`config.mk`:
```
export PLATFORM = sky130hd
export DESIGN_NAME = scanline_interrupt_tape_controller
export DESIGN_NICKNAME = d
export VERILOG_FILES = /design/src/sitc_pkg.sv /design/src/sitc_core.sv /design/src/scanline_interrupt_tape_controller.sv
export VERILOG_INCLUDE_DIRS = /design/src /design/src/src
export SDC_FILE = /design/constraint.sdc
export NUM_CORES = 1
export LEC_CHECK = 0
export BUFFER_PORTS_ARGS = -buffer_cell sky130_fd_sc_hd__buf_2
export CORE_ASPECT_RATIO = 1.5
export CORE_UTILIZATION = 45
export CTS_CLUSTER_DIAMETER = 50
export DETAILED_ROUTE_END_ITERATION = 12
export SYNTH_ARGS = -nofsm -noshare
export SYNTH_HDL_FRONTEND = slang
export SYNTH_HIERARCHICAL = 1
export SYNTH_SLANG_ARGS = --single-unit
```
`constraint.sdc`:
```
create_clock -name clk_i -period 3.51 [get_ports clk_i]
set_input_delay 0.5265 -clock clk_i [delete_from_list [all_inputs] [get_ports clk_i]]
set_output_delay 0.5265 -clock clk_i [all_outputs]
set_load 0.01 [all_outputs]
```
`src/scanline_interrupt_tape_controller_macros.svh`:
```
// ----------------------------------------------------------------------------
// scanline interrupt tape controller assertion macros
// shared assertion forms, clocked on the rising edge, off while in reset
// ----------------------------------------------------------------------------
`ifndef SCANLINE_INTERRUPT_TAPE_CONTROLLER_MACROS_SVH
`define SCANLINE_INTERRUPT_TAPE_CONTROLLER_MACROS_SVH

// property that must hold at every edge out of reset
`define SITC_ASSERT(label, clk, rst_n, prop, msg) \
  label: assert property (@(posedge clk) disable iff (!rst_n) (prop)) else $error(msg);

// non-overlapping implication check
`define SITC_ASSERT_NEXT(label, clk, rst_n, cond, prop, msg) \
  label: assert property (@(posedge clk) disable iff (!rst_n) (cond) |=> (prop)) \
    else $error(msg);

`endif

```
`src/sitc_pkg.sv`:
```
// ----------------------------------------------------------------------------
// sitc_pkg
// types and register codes shared by the scanline interrupt tape controller
// ----------------------------------------------------------------------------
package sitc_pkg;

  typedef enum logic [1:0] {
    OP_READ  = 2'd0,
    OP_WRITE = 2'd1,
    OP_TICK  = 2'd2
  } op_e;

  localparam logic [3:0] REG_STATUS  = 4'h0;
  localparam logic [3:0] REG_DATA    = 4'h4;
  localparam logic [3:0] REG_PAGE    = 4'h5;
  localparam logic [3:0] REG_CONTROL = 4'h7;

  localparam logic [1:0] TAPE_DATA = 2'd0;
  localparam logic [1:0] TAPE_TONE = 2'd1;
  localparam logic [1:0] TAPE_END  = 2'd2;

  localparam logic [1:0] OUT_DATA    = 2'd0;
  localparam logic [1:0] OUT_TONE    = 2'd1;
  localparam logic [1:0] OUT_SILENCE = 2'd2;

  localparam logic [6:0] ST_POWERON  = 7'h02;
  localparam logic [6:0] ST_DISPEND  = 7'h04;
  localparam logic [6:0] ST_TIMER    = 7'h08;
  localparam logic [6:0] ST_RECEIVE  = 7'h10;
  localparam logic [6:0] ST_TRANSMIT = 7'h20;
  localparam logic [6:0] ST_HIGHTONE = 7'h40;
  localparam logic [6:0] ST_SOURCES  = 7'h7c;

  localparam logic [7:0] READ_MARK       = 8'h80;
  localparam logic [7:0] CTRL_MODE_MASK  = 8'h06;
  localparam logic [7:0] CTRL_MODE_WRITE = 8'h04;
  localparam logic [7:0] CTRL_MODE_READ  = 8'h00;
  localparam logic [7:0] CTRL_MOTOR      = 8'h40;
  localparam logic [7:0] PAGE_MASK       = 8'h0f;

  localparam logic [7:0] CLR_HIGHTONE = 8'h40;
  localparam logic [7:0] CLR_TIMER    = 8'h20;
  localparam logic [7:0] CLR_DISPEND  = 8'h10;

  localparam logic [3:0] PAGE_LOCK_LO = 4'd8;
  localparam logic [3:0] PAGE_LOCK_HI = 4'd11;

  typedef struct packed {
    op_e        operation;
    logic [3:0] reg_index;
    logic [7:0] write_data;
    logic [1:0] tape_kind;
    logic [7:0] tape_byte;
  } item_t;

  typedef struct packed {
    logic [6:0] irq_status;
    logic [7:0] irq_enable;
    logic [7:0] cassette_data;
    logic [7:0] control_reg;
    logic [3:0] page_select;
    logic       out_has_data;
    logic [8:0] line_count;
    logic [7:0] tape_divider;
    logic       irq_out;
  } state_t;

  typedef struct packed {
    logic [7:0] read_data;
    logic       read_from_rom;
    logic       irq_line;
    logic [3:0] rom_page;
    logic [8:0] current_line;
    logic       tape_taken;
    logic       tape_out_valid;
    logic [1:0] tape_out_kind;
    logic [7:0] tape_out_byte;
  } result_t;

endpackage

```
`src/sitc_core.sv`:
```
// ----------------------------------------------------------------------------
// sitc_core
// next register state and result for one access or scanline tick
// ----------------------------------------------------------------------------
module sitc_core import sitc_pkg::*; #(
  parameter int LAST_LINE           = 312,
  parameter int END_LINE            = 256,
  parameter int TIMER_LINE          = 100,
  parameter int LINES_PER_TAPE_BYTE = 130
) (
  input  state_t  state_i,
  input  item_t   item_i,
  output state_t  state_o,
  output result_t result_o
);

  function automatic state_t raise_irq(state_t s, logic [6:0] bits);
    state_t t;
    t = s;
    t.irq_status = t.irq_status | bits;
    if ((t.irq_enable[6:0] & bits) != 7'h00) begin
      t.irq_out = 1'b1;
    end
    return t;
  endfunction

  function automatic state_t drop_irq(state_t s, logic [6:0] bits);
    state_t t;
    t = s;
    t.irq_status = t.irq_status & ~bits;
    if ((t.irq_status & t.irq_enable[6:0]) == 7'h00) begin
      t.irq_out = 1'b0;
    end
    return t;
  endfunction

  always_comb begin
    state_t     s;
    result_t    r;
    logic [9:0] next_line;
    logic [8:0] next_div;
    logic [6:0] mask;
    logic [7:0] v;
    logic [7:0] page_bits;
    s         = state_i;
    r         = '0;
    next_line = '0;
    next_div  = '0;
    mask      = '0;
    v         = item_i.write_data;
    page_bits = v & PAGE_MASK;
    case (item_i.operation)
      OP_READ: begin
        case (item_i.reg_index)
          REG_STATUS: begin
            r.read_data = READ_MARK | {1'b0, s.irq_status[6:1], 1'b0}
                          | {7'h00, |(s.irq_enable[6:0] & s.irq_status & ST_SOURCES)};
            s.irq_status = s.irq_status & ~ST_POWERON;
          end
          REG_DATA: begin
            s = drop_irq(s, ST_RECEIVE);
            r.read_data = s.cassette_data;
          end
          default: begin
            r.read_from_rom = 1'b1;
          end
        endcase
      end
      OP_WRITE: begin
        case (item_i.reg_index)
          REG_STATUS: begin
            s.irq_enable = v & ~{1'b0, ST_POWERON};
          end
          REG_DATA: begin
            s.cassette_data = v;
            s = drop_irq(s, ST_TRANSMIT);
            s.out_has_data = 1'b1;
          end
          REG_PAGE: begin
            if (!(s.page_select inside {[PAGE_LOCK_LO:PAGE_LOCK_HI]})
                || (v[3:0] >= PAGE_LOCK_LO)) begin
              s.page_select = page_bits[3:0];
            end
            if ((v & CLR_HIGHTONE) != 8'h00) mask = mask | ST_HIGHTONE;
            if ((v & CLR_TIMER) != 8'h00) mask = mask | ST_TIMER;
            if ((v & CLR_DISPEND) != 8'h00) mask = mask | ST_DISPEND;
            s = drop_irq(s, mask);
          end
          REG_CONTROL: begin
            s.control_reg = v;
            if (((state_i.control_reg & CTRL_MODE_MASK) != CTRL_MODE_WRITE)
                && ((v & CTRL_MODE_MASK) == CTRL_MODE_WRITE)) begin
              s.out_has_data = 1'b0;
              s = raise_irq(s, ST_TRANSMIT);
            end
          end
          default: begin
          end
        endcase
      end
      OP_TICK: begin
        next_line = {1'b0, s.line_count} + 10'd1;
        if (next_line > 10'(LAST_LINE)) begin
          next_line = '0;
        end
        s.line_count = next_line[8:0];
        if (s.line_count < 9'(END_LINE)) begin
          if (s.line_count == 9'(TIMER_LINE)) begin
            s = raise_irq(s, ST_TIMER);
          end
        end else if (s.line_count == 9'(END_LINE)) begin
          s = raise_irq(s, ST_DISPEND);
        end

        next_div = {1'b0, s.tape_divider} + 9'd1;
        if (next_div >= 9'(LINES_PER_TAPE_BYTE)) begin
          s.tape_divider = '0;
          if ((s.control_reg & CTRL_MOTOR) != 8'h00) begin
            if ((s.control_reg & CTRL_MODE_MASK) == CTRL_MODE_WRITE) begin
              r.tape_out_valid = 1'b1;
              if (s.out_has_data) begin
                r.tape_out_kind = OUT_DATA;
                r.tape_out_byte = s.cassette_data;
                s.out_has_data = 1'b0;
                s = raise_irq(s, ST_TRANSMIT);
              end else begin
                r.tape_out_kind = OUT_TONE;
              end
            end else if (item_i.tape_kind >= TAPE_END) begin
              r.tape_out_valid = 1'b1;
              r.tape_out_kind = OUT_SILENCE;
              s = drop_irq(s, ST_HIGHTONE);
            end else begin
              r.tape_taken = 1'b1;
              if (item_i.tape_kind == TAPE_TONE) begin
                s = raise_irq(s, ST_HIGHTONE);
              end else begin
                s = drop_irq(s, ST_HIGHTONE);
                if ((s.control_reg & CTRL_MODE_MASK) == CTRL_MODE_READ) begin
                  s.cassette_data = item_i.tape_byte;
                  s = raise_irq(s, ST_RECEIVE);
                end
              end
            end
          end
        end else begin
          s.tape_divider = next_div[7:0];
        end
      end
      default: begin
      end
    endcase
    r.irq_line     = s.irq_out;
    r.rom_page     = s.page_select;
    r.current_line = s.line_count;
    state_o  = s;
    result_o = r;
  end

endmodule

```
`src/scanline_interrupt_tape_controller.sv`:
```
// ----------------------------------------------------------------------------
// scanline_interrupt_tape_controller
// system chip register block: interrupts, rom paging, scanline and tape timing
// ----------------------------------------------------------------------------
// One word in, one word out: each register read, register write or scanline
// tick yields exactly one result word. Each word is held in the input
// register, is worked through the register update logic, and is written into
// the result register, from which its result is offered. Throughput is one
// word per cycle while the result register is not stalled downstream; a word
// waits in the input register, and new words are refused, while a held result
// is stalled. No clearing pass follows reset: the valid flags and chip state
// reset at once, while the item and result registers are not reset.
module scanline_interrupt_tape_controller import sitc_pkg::*; #(
  parameter int LAST_LINE           = 312,
  parameter int END_LINE            = 256,
  parameter int TIMER_LINE          = 100,
  parameter int LINES_PER_TAPE_BYTE = 130,
  parameter int BASIC_PAGE          = 10
) (
  input  logic       clk_i,
  input  logic       rst_ni,
  input  logic       in_valid_i,
  output logic       in_stall_o,
  input  logic [1:0] operation_i,
  input  logic [3:0] reg_index_i,
  input  logic [7:0] write_data_i,
  input  logic [1:0] tape_kind_i,
  input  logic [7:0] tape_byte_i,
  output logic       out_valid_o,
  input  logic       out_stall_i,
  output logic [7:0] read_data_o,
  output logic       read_from_rom_o,
  output logic       irq_line_o,
  output logic [3:0] rom_page_o,
  output logic [8:0] current_line_o,
  output logic       tape_taken_o,
  output logic       tape_out_valid_o,
  output logic [1:0] tape_out_kind_o,
  output logic [7:0] tape_out_byte_o
);

`include "scanline_interrupt_tape_controller_macros.svh"

  logic    in_valid_q;
  item_t   item_q;
  logic    out_valid_q;
  result_t result_q;
  state_t  state_q;
  state_t  state_d;
  result_t result_d;
  logic    advance;
  logic    in_accept;

  assign advance    = in_valid_q && (!out_valid_q || !out_stall_i);
  assign in_stall_o = in_valid_q && !advance;
  assign in_accept  = in_valid_i && !in_stall_o;

  sitc_core #(
    .LAST_LINE          (LAST_LINE),
    .END_LINE           (END_LINE),
    .TIMER_LINE         (TIMER_LINE),
    .LINES_PER_TAPE_BYTE(LINES_PER_TAPE_BYTE)
  ) u_core (
    .state_i (state_q),
    .item_i  (item_q),
    .state_o (state_d),
    .result_o(result_d)
  );

  always_ff @(posedge clk_i or negedge rst_ni) begin
    if (!rst_ni) begin
      in_valid_q  <= 1'b0;
      out_valid_q <= 1'b0;
      state_q     <= '{
        irq_status:    ST_POWERON,
        irq_enable:    8'h00,
        cassette_data: 8'h00,
        control_reg:   8'h00,
        page_select:   4'(BASIC_PAGE),
        out_has_data:  1'b0,
        line_count:    9'h000,
        tape_divider:  8'h00,
        irq_out:       1'b0
      };
    end else begin
      if (in_accept) begin
        in_valid_q <= 1'b1;
      end else if (advance) begin
        in_valid_q <= 1'b0;
      end
      if (advance) begin
        out_valid_q <= 1'b1;
        state_q     <= state_d;
      end else if (!out_stall_i) begin
        out_valid_q <= 1'b0;
      end
    end
  end

  always_ff @(posedge clk_i) begin
    if (in_accept) begin
      item_q <= '{
        operation:  op_e'(operation_i),
        reg_index:  reg_index_i,
        write_data: write_data_i,
        tape_kind:  tape_kind_i,
        tape_byte:  tape_byte_i
      };
    end
    if (advance) begin
      result_q <= result_d;
    end
  end

  assign out_valid_o      = out_valid_q;
  assign read_data_o      = result_q.read_data;
  assign read_from_rom_o  = result_q.read_from_rom;
  assign irq_line_o       = result_q.irq_line;
  assign rom_page_o       = result_q.rom_page;
  assign current_line_o   = result_q.current_line;
  assign tape_taken_o     = result_q.tape_taken;
  assign tape_out_valid_o = result_q.tape_out_valid;
  assign tape_out_kind_o  = result_q.tape_out_kind;
  assign tape_out_byte_o  = result_q.tape_out_byte;

  `SITC_ASSERT(a_line_in_frame, clk_i, rst_ni, state_q.line_count <= 9'(LAST_LINE), "line past frame end")
  `SITC_ASSERT(a_div_in_range, clk_i, rst_ni, {1'b0, state_q.tape_divider} < 9'(LINES_PER_TAPE_BYTE), "tape divider overrun")
  `SITC_ASSERT(a_no_overwrite, clk_i, rst_ni, !(out_valid_q && out_stall_i && advance), "result overwritten while stalled")
  `SITC_ASSERT_NEXT(a_accept_fills, clk_i, rst_ni, in_accept, in_valid_q, "accepted word lost")

endmodule

```
==> flow_summary_export.csv, run 1 <==
group,metric,value,unit
sta,tns,0,ps
global_routing,grt_overflow_total,0,
sta,worstMarginPinSlew,987.6,ps
critical_path,start_kind,"flop",
critical_path,reg2regPathDepth,9,
logic_synthesis,syn_inst,517,
critical_path,r2r-end,"state_q[0]$_DFFE_PN0P_",
final_layout,final-seq-area,3027,um2
final_layout,multi_input_area,2701,um2
routing,num_vias,4152,
logic_synthesis,avgSynthCellArea,11.80,um2
sta,rsz0062_at_grt,"no",
sta,final.period_utilization,87.50,%
critical_path,arrival,3300,ps
clock_network,cts_tree,"yes",
sta,min_period,3071,ps
routing,postRouteAntennaNets,0,
floorplan,die_w,97.08,um
placement,port_buffers,64,
floorplan,io_pins,65,
sta,slew_headroom,34.16,%
sta,drv_slew,0,
routing,route.detailed.wl_per_inst,18.27,um
critical_path,cpLargestDelayFamily,"compound AO/OA/AOI/OAI gates",
global_routing,grt_start_max_net_pins,31,
global_routing,grt_usage,19.06,%
logic_synthesis,syn_nets,549,
final_layout,finalNetCount,587,
critical_path,r2r_start,"state_q[1]$_DFFE_PN0P_",
floorplan,die-height,144.6,um
routing,drt_iter0_drc,251,
clock_network,numCtsBuffers,9,
sta,fin_hold_ws,237.0,ps
floorplan,coreArea,13080,um2
floorplan,initial_core_util,46.65,%
power,powerDensity,581.3,nW/um2
critical_path,crit_path_top_delay_cell,"o311ai_4",
final_layout,fillers,1136,
status,status,"complete, no violations",
sta,timing_hold_violations_final,0,
clock_network,clock-sinks,109,
critical_path,cpPeakStageDelay,500,ps
sta,finClkSkew,11.48,ps
clock_network,cts_buffer_depth,2,
clock_network,clk_pin_slew,80,ps
floorplan,rows,51,
final_layout,area_delta_synth_final,9.842,%
clock_network,htreeDepth,3,
clock_network,ctsHoldBuffers,0,
critical_path,path_class,"flop to flop",
critical_path,crit_buf_inv,0,
critical_path,cp-end-kind,"flop",
placement,gp_congestion,0.8486,
clock_network,cts_root_buffer,"clkbuf_16",
routing,dr.pass1.iters,5,
global_routing,grt_pass1_vias,4042,
placement,dp_hpwl,9.249,mm
final_layout,num_antenna_cells,0,
clock_network,cts.repair.resized,0,
routing,routed_wl,13.14,mm
routing,via_per_inst,5.775,
placement,dp.cells,703,
logic_synthesis,synthesis.area,6102,um2
global_routing,grt_pass1_wl,20.91,mm
final_layout,final-instance-count-excl-fill,719,
floorplan,die_area,14040,um2
critical_path,required,3740,ps
clock_network,clkLatencyLatePin,350,ps
critical_path,reg2reg_slack,440,ps
critical_path,cp_max_fo,11,
sta,finalSetupViolations,0,
global_routing,antenna_found_initial,0,
logic_synthesis,ys_warn_count,6,
sta,max_freq,325.6,MHz
routing,drc_errors,0,
critical_path,cp_cell_sequence,"ha_1, and3_1, a211oi_2, nor4b_2, o311ai_4, nand2_4, o211a_1, a2111o_1, mux2_4",
final_layout,drive_gt1_share,29.64,%
clock_network,cts_setup_buffers,0,
min_path,hold_path_class,"primary input to asynchronous set/reset pin",
power,ir_drop,310.5,uV
power,p_leak,0.002785,uW
run,drv_cap,0,
metal layers:
layer	wire length [um]	up-vias	global-route usage, %
met3	395	29	3.093
met5	0	-	0
met2	6679	104	33.14
li1	-	1971	-
met1	5602	2048	22.72
met4	457	0	10.05
cell type report:
| cell class | count | share of cell area [%] |
|---|---|---|
| Sequential cell | 109 | 45.16 |
| Multi-Input combinational cell | 351 | 40.30 |
| Timing Repair Buffer | 74 | 6.459 |
| Clock buffer | 10 | 3.733 |
| Tap cell | 159 | 2.968 |
| Clock inverter | 6 | 0.8214 |
| Inverter | 10 | 0.5600 |
through the flow:
| stage | util, % | total power [uW] | worst slack (ps) | area (um2) |
|---|---|---|---|---|
| finish | 51.24 | 3896 | 438.6 | 6703 |
| floorplan | - | 2664 | 791.4 | 6102 |
| detailed placement | 48.90 | 2862 | 489.2 | 6397 |
| global placement | 48.90 | 2816 | 605.4 | 6397 |
| global route | 51.24 | 4100 | 312.2 | 6703 |
| CTS | 51.24 | 3913 | 454.4 | 6703 |
worst max-delay path by stage:
stage                     cells past startpoint                     end              startpoint
after floorplan                              10  state_q[0]$_DFFE_PN0P_  state_q[1]$_DFFE_PN0P_
after global placement                        9  state_q[0]$_DFFE_PN0P_  state_q[1]$_DFFE_PN0P_
after detailed placement                      9  state_q[0]$_DFFE_PN0P_  state_q[1]$_DFFE_PN0P_
after CTS                                     9  state_q[0]$_DFFE_PN0P_  state_q[1]$_DFFE_PN0P_
after global routing                          9  state_q[0]$_DFFE_PN0P_  state_q[1]$_DFFE_PN0P_
final                                         9  state_q[0]$_DFFE_PN0P_  state_q[1]$_DFFE_PN0P_
flip-flops by register name (all words and copies together) (netlist names):
register          cells
state_q              48
item_q               24
current_line_o        9
read_data_o           8
tape_out_byte_o       8
rom_page_o            4
tape_out_kind_o       2
in_valid_q            1
irq_line_o            1
out_valid_o           1
read_from_rom_o       1
tape_out_valid_o      1
tape_taken_o          1
cells in the final DEF, fill, tap and decap left out, types with 6 or more instances in the layout:
| master | count |
|---|---|
| buf_2 | 64 |
| edfxtp_1 | 59 |
| nand2_1 | 52 |
| dfrtp_1 | 47 |
| mux2_4 | 43 |
| o21ai_0 | 26 |
| nor2_1 | 22 |
| mux2i_1 | 16 |
| mux2_2 | 14 |
| a21oi_1 | 13 |
| nand3_1 | 12 |
| o21ai_1 | 12 |
| inv_1 | 10 |
| and2_1 | 10 |
| clkbuf_16 | 10 |
| a22oi_1 | 10 |
| nand2b_1 | 9 |
| nor4_1 | 8 |
| buf_4 | 7 |
| nor3_1 | 7 |
| nor2b_1 | 6 |
| nand4_1 | 6 |
power breakdown:
| group | internal (uW) | leakage [uW] | switching [uW] |
|---|---|---|---|
| logic | 521 | 0.00139 | 423 |
| registers | 1590 | 0.00124 | 317 |
| clock network | 544 | 0.000153 | 504 |
Power figures use the tool's default switching activity.
==> run 2, diff against run 1 <==
--- a/config.mk
+++ b/config.mk
@@ -13,5 +13,4 @@
 export DETAILED_ROUTE_END_ITERATION = 12
 export SYNTH_ARGS = -nofsm -noshare
 export SYNTH_HDL_FRONTEND = slang
-export SYNTH_HIERARCHICAL = 1
 export SYNTH_SLANG_ARGS = --single-unit
==> run 2 against run 1 <==
  * Power down 24%
  * Routed wire length down 1.3%
  * Critical path type unchanged
  * Sequential cell count down 3
  * Via count up 0.70%
  * Critical path depth unchanged
  * First-iteration DRC count up 19%
  * Final cell count up 1.4%
  * Maximum frequency up 2.7%
  * Synthesized cell count down 0.39%
  * Highest routed layer unchanged
  * Combinational power down 64%
  * Worst setup slack better by 82 ps
  * Clock-buffer cell count down 1
==> flow_summary_export.csv, run 2 <==
group,metric,value,unit
logic_synthesis,ys_ff_latch,106,
sta,rsz0062_at_grt,"no",
clock_network,cts_root_buffer,"clkbuf_16",
clock_network,cts.repair.resized,0,
min_path,hold_path_class,"primary input to asynchronous set/reset pin",
critical_path,cp-end-kind,"flop",
clock_network,cts_tree,"yes",
power,p_leak,0.002485,uW
logic_synthesis,synthMostInstantiatedCell,"nand2_1",
routing,drc_errors,0,
logic_synthesis,synth_edf_count,59,
sta,drv_slew,0,
final_layout,final_common_cell,"nand2_1",
placement,port_buffers,64,
sta,slew_headroom,34.68,%
sta,timing_hold_violations_final,0,
sta,min_period,2989,ps
clock_network,htreeDepth,3,
power,switchingPower,770.9,uW
clock_network,cts_setup_buffers,0,
global_routing,grt_pass1_wl,20.54,mm
logic_synthesis,synth_area_leaders,"edfxtp_1 33%, dfrtp_1 20%, nand2_1 4.5%",
logic_synthesis,avgSynthCellArea,10.58,um2
routing,via_per_inst,5.735,
critical_path,path_class,"flop to flop",
sta,worstMarginPinSlew,979.8,ps
clock_network,clk_pin_slew,70,ps
routing,routed_wl,12.97,mm
global_routing,grt_start_max_net_pins,44,
status,status,"complete, no violations",
final_layout,final-instance-count-excl-fill,729,
logic_synthesis,ys_types,72,
run,drv_cap,0,
clock_network,cts_buffer_depth,2,
floorplan,initial_core_util,46.78,%
final_layout,drive_gt1_share,19.69,%
logic_synthesis,syn_inst,515,
critical_path,start_kind,"flop",
clock_network,clock-sinks,106,
logic_synthesis,synth_top_area_share,32.51,%
power,powerDensity,472.1,nW/um2
logic_synthesis,synth_top_cell_by_area,"edfxtp_1",
final_layout,num_antenna_cells,0,
global_routing,grt_pass1_vias,3965,
sta,finClkSkew,6.337,ps
sta,tns,0,ps
logic_synthesis,ys_warn_count,0,
power,intPower,2172,uW
logic_synthesis,synthXorXnorAreaFrac,0.3214,%
critical_path,required,3620,ps
floorplan,coreArea,11650,um2
power,comb_power_share,11.5,%
sta,final.period_utilization,85.16,%
logic_synthesis,synth_adder_area_share,1.837,%
routing,postRouteAntennaNets,0,
floorplan,rows,48,
final_layout,layout_common_cells,"65 x nand2_1, 64 x buf_2, 59 x edfxtp_1",
critical_path,arrival,3100,ps
global_routing,grt_overflow_total,0,
routing,dr.pass1.iters,5,
placement,gp_congestion,0.9374,
logic_synthesis,synthesis.area,5450,um2
routing,drt_iter0_drc,298,
logic_synthesis,async_flop_share,44.34,%
sta,finalSetupViolations,0,
logic_synthesis,seq_area_frac_synth,54.16,%
clock_network,numCtsBuffers,9,
logic_synthesis,syn_nets,551,
final_layout,regMostFlops,"state_q",
logic_synthesis,synth-compound-area-share,17.19,%
floorplan,die_w,91.86,um
final_layout,finalNetCount,610,
logic_synthesis,synth-simple-area-share,18.48,%
power,seqPwrFrac,50.9,%
final_layout,area_delta_synth_final,14.37,%
logic_synthesis,synth_ff_type,"edfxtp_1",
power,swShare,26.20,%
power,ir_drop,254.2,uV
global_routing,grt_usage,21.59,%
logic_synthesis,muxShareOfSynthArea,4.316,%
logic_synthesis,synth_common_cells,"65 x nand2_1, 59 x edfxtp_1, 44 x dfrtp_1, 41 x nor2_1, 29 x o21ai_0",
placement,dp_hpwl,9.306,mm
floorplan,die-height,136.8,um
power,power.share.clock,37.6,%
floorplan,io_pins,65,
routing,route.detailed.wl_per_inst,17.79,um
floorplan,die_area,12560,um2
clock_network,ctsHoldBuffers,0,
critical_path,cp_max_fo,15,
global_routing,antenna_found_initial,0,
sta,max_freq,334.5,MHz
final_layout,largest_register_ffs,45,
clock_network,clkLatencyLatePin,350,ps
logic_synthesis,synth_top_family_by_area,"simple AND/OR/NAND/NOR gates",
placement,dp.cells,713,
routing,num_vias,4181,
-- run 2: power groups by stage --
stage                     combinational, uW  sequential [uW]  clock, uW
final                                   339             1500       1110
after global routing                    377             1510       1180
after CTS                               342             1500       1130
after detailed placement                340             1520          0
after global placement                  337             1520          0
after floorplan                         233             1490          0
-- run 2: per-stage QoR --
stage	utilization [%]	setup WS [ps]	instance area, um2	power, uW	hold slack, ps
floorplan	-	1000	5450	1727	230.9
global placement	50.70	634.4	5907	1854	447.9
detailed placement	50.70	569.4	5907	1863	455.0
CTS	53.50	542.9	6233	2967	172.5
global route	53.50	369.9	6233	3066	183.7
finish	53.50	520.8	6233	2943	168.0
-- run 2: critical path: stages, from the launching register on --
cell     delay, ps
dfrtp_1        580
ha_1           340
nand4_1        120
buf_4          200
or3_1          360
or2_1          260
o221a_2        300
nand3_2        240
o21ai_0        130
a22o_1         190
-- run 2: routing by layer --
metal / global-route usage (%) / part of all wire, % / up-vias
li1: - / - / 2040
met1: 25.88 / 41 / 1964
met2: 36.53 / 51 / 144
met3: 4.111 / 4.3 / 33
met4: 11.81 / 4.4 / 0
met5: 0 / 0 / -
-- run 2: worst paths after layout --
check / slack [ps] / start / to / cells after the start
max in group asynchronous: 2520 / rst_ni / state_q[48]$_DFFE_PN1P_ / 2
max reg2reg: 520 / state_q[9]$_DFFE_PN0P_ / current_line_o[5]$_DFFE_PP_ / 9
min: 170 / rst_ni / state_q[15]$_DFFE_PN0P_ / 1
max: 520 / state_q[9]$_DFFE_PN0P_ / current_line_o[5]$_DFFE_PP_ / 9
min reg2reg: 460 / state_q[20]$_DFFE_PN1P_ / state_q[20]$_DFFE_PN1P_ / 2
min in group clk_i: 350 / write_data_i[3] / item_q[13]$_DFFE_PP_ / 1
-- run 2: final cells by class --
cell class	instances	area [um2]
fill	1048	5418
sequential	106	2952
multi-input combinational	362	2297
timing repair buffer	73	387.9
clock buffer	9	225.2
tap	150	187.7
clock inverter	7	101.3
inverter	22	82.58
-- run 2: kinds of logic (layout without fill, tap and decap cells) --
| family | after synthesis | after routing |
|---|---|---|
| simple gates | 200 | 200 |
| compound gates | 130 | 130 |
| flops | 106 | 106 |
| buf+inv | 47 | 111 |
| mux | 22 | 22 |
| fa+ha+maj | 8 | 8 |
| xor+xnor | 2 | 2 |
==> run 3, diff against run 2 <==
--- a/config.mk
+++ b/config.mk
@@ -11,6 +11,7 @@
 export CORE_UTILIZATION = 45
 export CTS_CLUSTER_DIAMETER = 50
 export DETAILED_ROUTE_END_ITERATION = 12
+export REMOVE_ABC_BUFFERS = 1
 export SYNTH_ARGS = -nofsm -noshare
 export SYNTH_HDL_FRONTEND = slang
 export SYNTH_SLANG_ARGS = --single-unit
==> run 3 against run 2 <==
  * Sequential share of layout area decreased by 0.12 points
  * Clock-buffer cell count up 1
  * Worst hold slack better by 74 ps
  * Critical path depth did not move
  * Combinational power about the same
  * Register-to-register slack barely moved
  * Cell area rose by 0.26%
  * Worst setup slack better by 1.3 ps
  * Sequential cell count did not move
  * Non-clock buffer count unchanged
  * Die area did not move
  * Critical path type unchanged
  * Critical endpoint unchanged
  * Highest routed layer unchanged
==> flow_summary_export.csv, run 3 (synthesis results as in run 2) <==
group,metric,value,unit
clock_network,cts.repair.resized,0,
min_path,hold_path_class,"primary input to asynchronous set/reset pin",
power,comb_power_share,11.3,%
final_layout,fillers,1093,
floorplan,die_w,91.86,um
clock_network,clock-sinks,106,
critical_path,reg2regPathDepth,9,
global_routing,grt_pass1_wl,21.40,mm
critical_path,start_kind,"flop",
final_layout,area_delta_synth_final,14.67,%
critical_path,r2r_start,"state_q[9]$_DFFE_PN0P_",
clock_network,htreeDepth,3,
power,switchingPower,752.5,uW
clock_network,ctsHoldBuffers,0,
critical_path,r2r-end,"current_line_o[5]$_DFFE_PP_",
routing,routed_wl,13.46,mm
clock_network,cts_setup_buffers,0,
critical_path,cp_max_fo,15,
final_layout,final-instance-count-excl-fill,729,
power,intPower,2240,uW
sta,rsz0062_at_grt,"no",
power,power.share.clock,38.6,%
final_layout,largest_register_ffs,45,
placement,port_buffers,64,
routing,postRouteAntennaNets,0,
sta,finClkSkew,7.857,ps
final_layout,final_common_cell,"nand2_1",
routing,route.detailed.wl_per_inst,18.47,um
floorplan,rows,48,
sta,drv_slew,0,
power,ir_drop,246.6,uV
critical_path,reg2reg_slack,520,ps
routing,via_per_inst,5.868,
placement,dp_hpwl,9.606,mm
clock_network,cts_root_buffer,"clkbuf_16",
routing,num_vias,4278,
floorplan,initial_core_util,46.78,%
final_layout,num_antenna_cells,0,
global_routing,grt_usage,22.44,%
power,p_leak,0.002493,uW
placement,gp_congestion,0.9367,
routing,drc_errors,0,
power,totalPowerFinal,2992,uW
run,drv_cap,0,
sta,tns,0,ps
sta,final.period_utilization,85.13,%
clock_network,clkLatencyLatePin,350,ps
clock_network,cts_buffer_depth,2,
routing,dr.pass1.iters,5,
sta,timing_hold_violations_final,0,
global_routing,antenna_found_initial,0,
final_layout,multi_input_area,2297,um2
sta,worstMarginPinSlew,993.4,ps
clock_network,numCtsBuffers,9,
placement,dp.cells,713,
power,seqPwrFrac,50.1,%
final_layout,layout_common_cells,"65 x nand2_1, 64 x buf_2, 59 x edfxtp_1",
sta,finalSetupViolations,0,
floorplan,io_pins,65,
final_layout,regMostFlops,"state_q",
critical_path,arrival,3090,ps
power,powerDensity,478.8,nW/um2
floorplan,die-height,136.8,um
floorplan,die_area,12560,um2
floorplan,coreArea,11650,um2
sta,max_freq,334.7,MHz
sta,min_period,2988,ps
critical_path,required,3610,ps
global_routing,grt_overflow_total,0,
critical_path,cp-end-kind,"flop",
clock_network,cts_tree,"yes",
final_layout,drive_gt1_share,19.34,%
sta,slew_headroom,33.78,%
final_layout,final-seq-area,2952,um2
global_routing,grt_pass1_vias,4117,
global_routing,grt_start_max_net_pins,44,
final_layout,finalNetCount,610,
clock_network,clk_pin_slew,70,ps
routing,drt_iter0_drc,222,
sta,fin_hold_ws,242.3,ps
power,swShare,25.15,%
status,status,"complete, no violations",
critical_path,path_class,"flop to flop",
## run 3: layer usage
layer	part of all wire [%]	global-route usage, %	vias to the layer above	wire (um)
li1	-	-	2035	-
met1	40	25.98	2077	5323
met2	53	40.71	140	7160
met3	3.5	2.833	26	474
met4	3.7	11.02	0	503
met5	0	0	-	0
## run 3: stage by stage
stage	setup WS, ps	area (um2)	util [%]
after floorplan	754.0	5331	-
after global placement	633.1	5907	50.70
after detailed placement	565.0	5907	50.70
after CTS	555.4	6250	53.64
after global routing	338.6	6250	53.64
final	522.1	6250	53.64
## run 3: power by group through the flow
stage          clock, uW  sequential [uW]  combinational [uW]
4_1_cts             1180             1500                 342
5_1_grt             1220             1510                 373
6_report            1160             1500                 338
3_3_place_gp           0             1520                 335
3_5_place_dp           0             1520                 340
2_1_floorplan          0             1510                 199
## run 3: final cells by class
type | instances | share of cell area [%]
Inverter | 22 | 1.321
Clock inverter | 6 | 1.822
Sequential cell | 106 | 47.23
Clock buffer | 10 | 3.664
Timing Repair Buffer | 73 | 6.206
Multi-Input combinational cell | 362 | 36.76
Tap cell | 150 | 3.003
## run 3: worst max path at each step
| stage | slack, ps | depth (start not counted) | start | endpoint |
|---|---|---|---|---|
| 2_1_floorplan | 750 | 8 | state_q[9]$_DFFE_PN0P_ | current_line_o[5]$_DFFE_PP_ |
| 3_3_place_gp | 630 | 9 | state_q[9]$_DFFE_PN0P_ | current_line_o[5]$_DFFE_PP_ |
| 3_5_place_dp | 570 | 9 | state_q[9]$_DFFE_PN0P_ | current_line_o[5]$_DFFE_PP_ |
| 4_1_cts | 560 | 9 | state_q[9]$_DFFE_PN0P_ | current_line_o[5]$_DFFE_PP_ |
| 5_1_grt | 340 | 9 | state_q[9]$_DFFE_PN0P_ | current_line_o[5]$_DFFE_PP_ |
| 6_report | 520 | 9 | state_q[9]$_DFFE_PN0P_ | current_line_o[5]$_DFFE_PP_ |
## run 3: worst max-delay path: stages (launching register included)
cell and delay [ps]:
dfrtp_1 580, ha_1 350, nand4_1 110, buf_4 190, or3_1 370, or2_1 260, o221a_2 310, nand3_2 240
o21ai_0 120, a22o_1 210
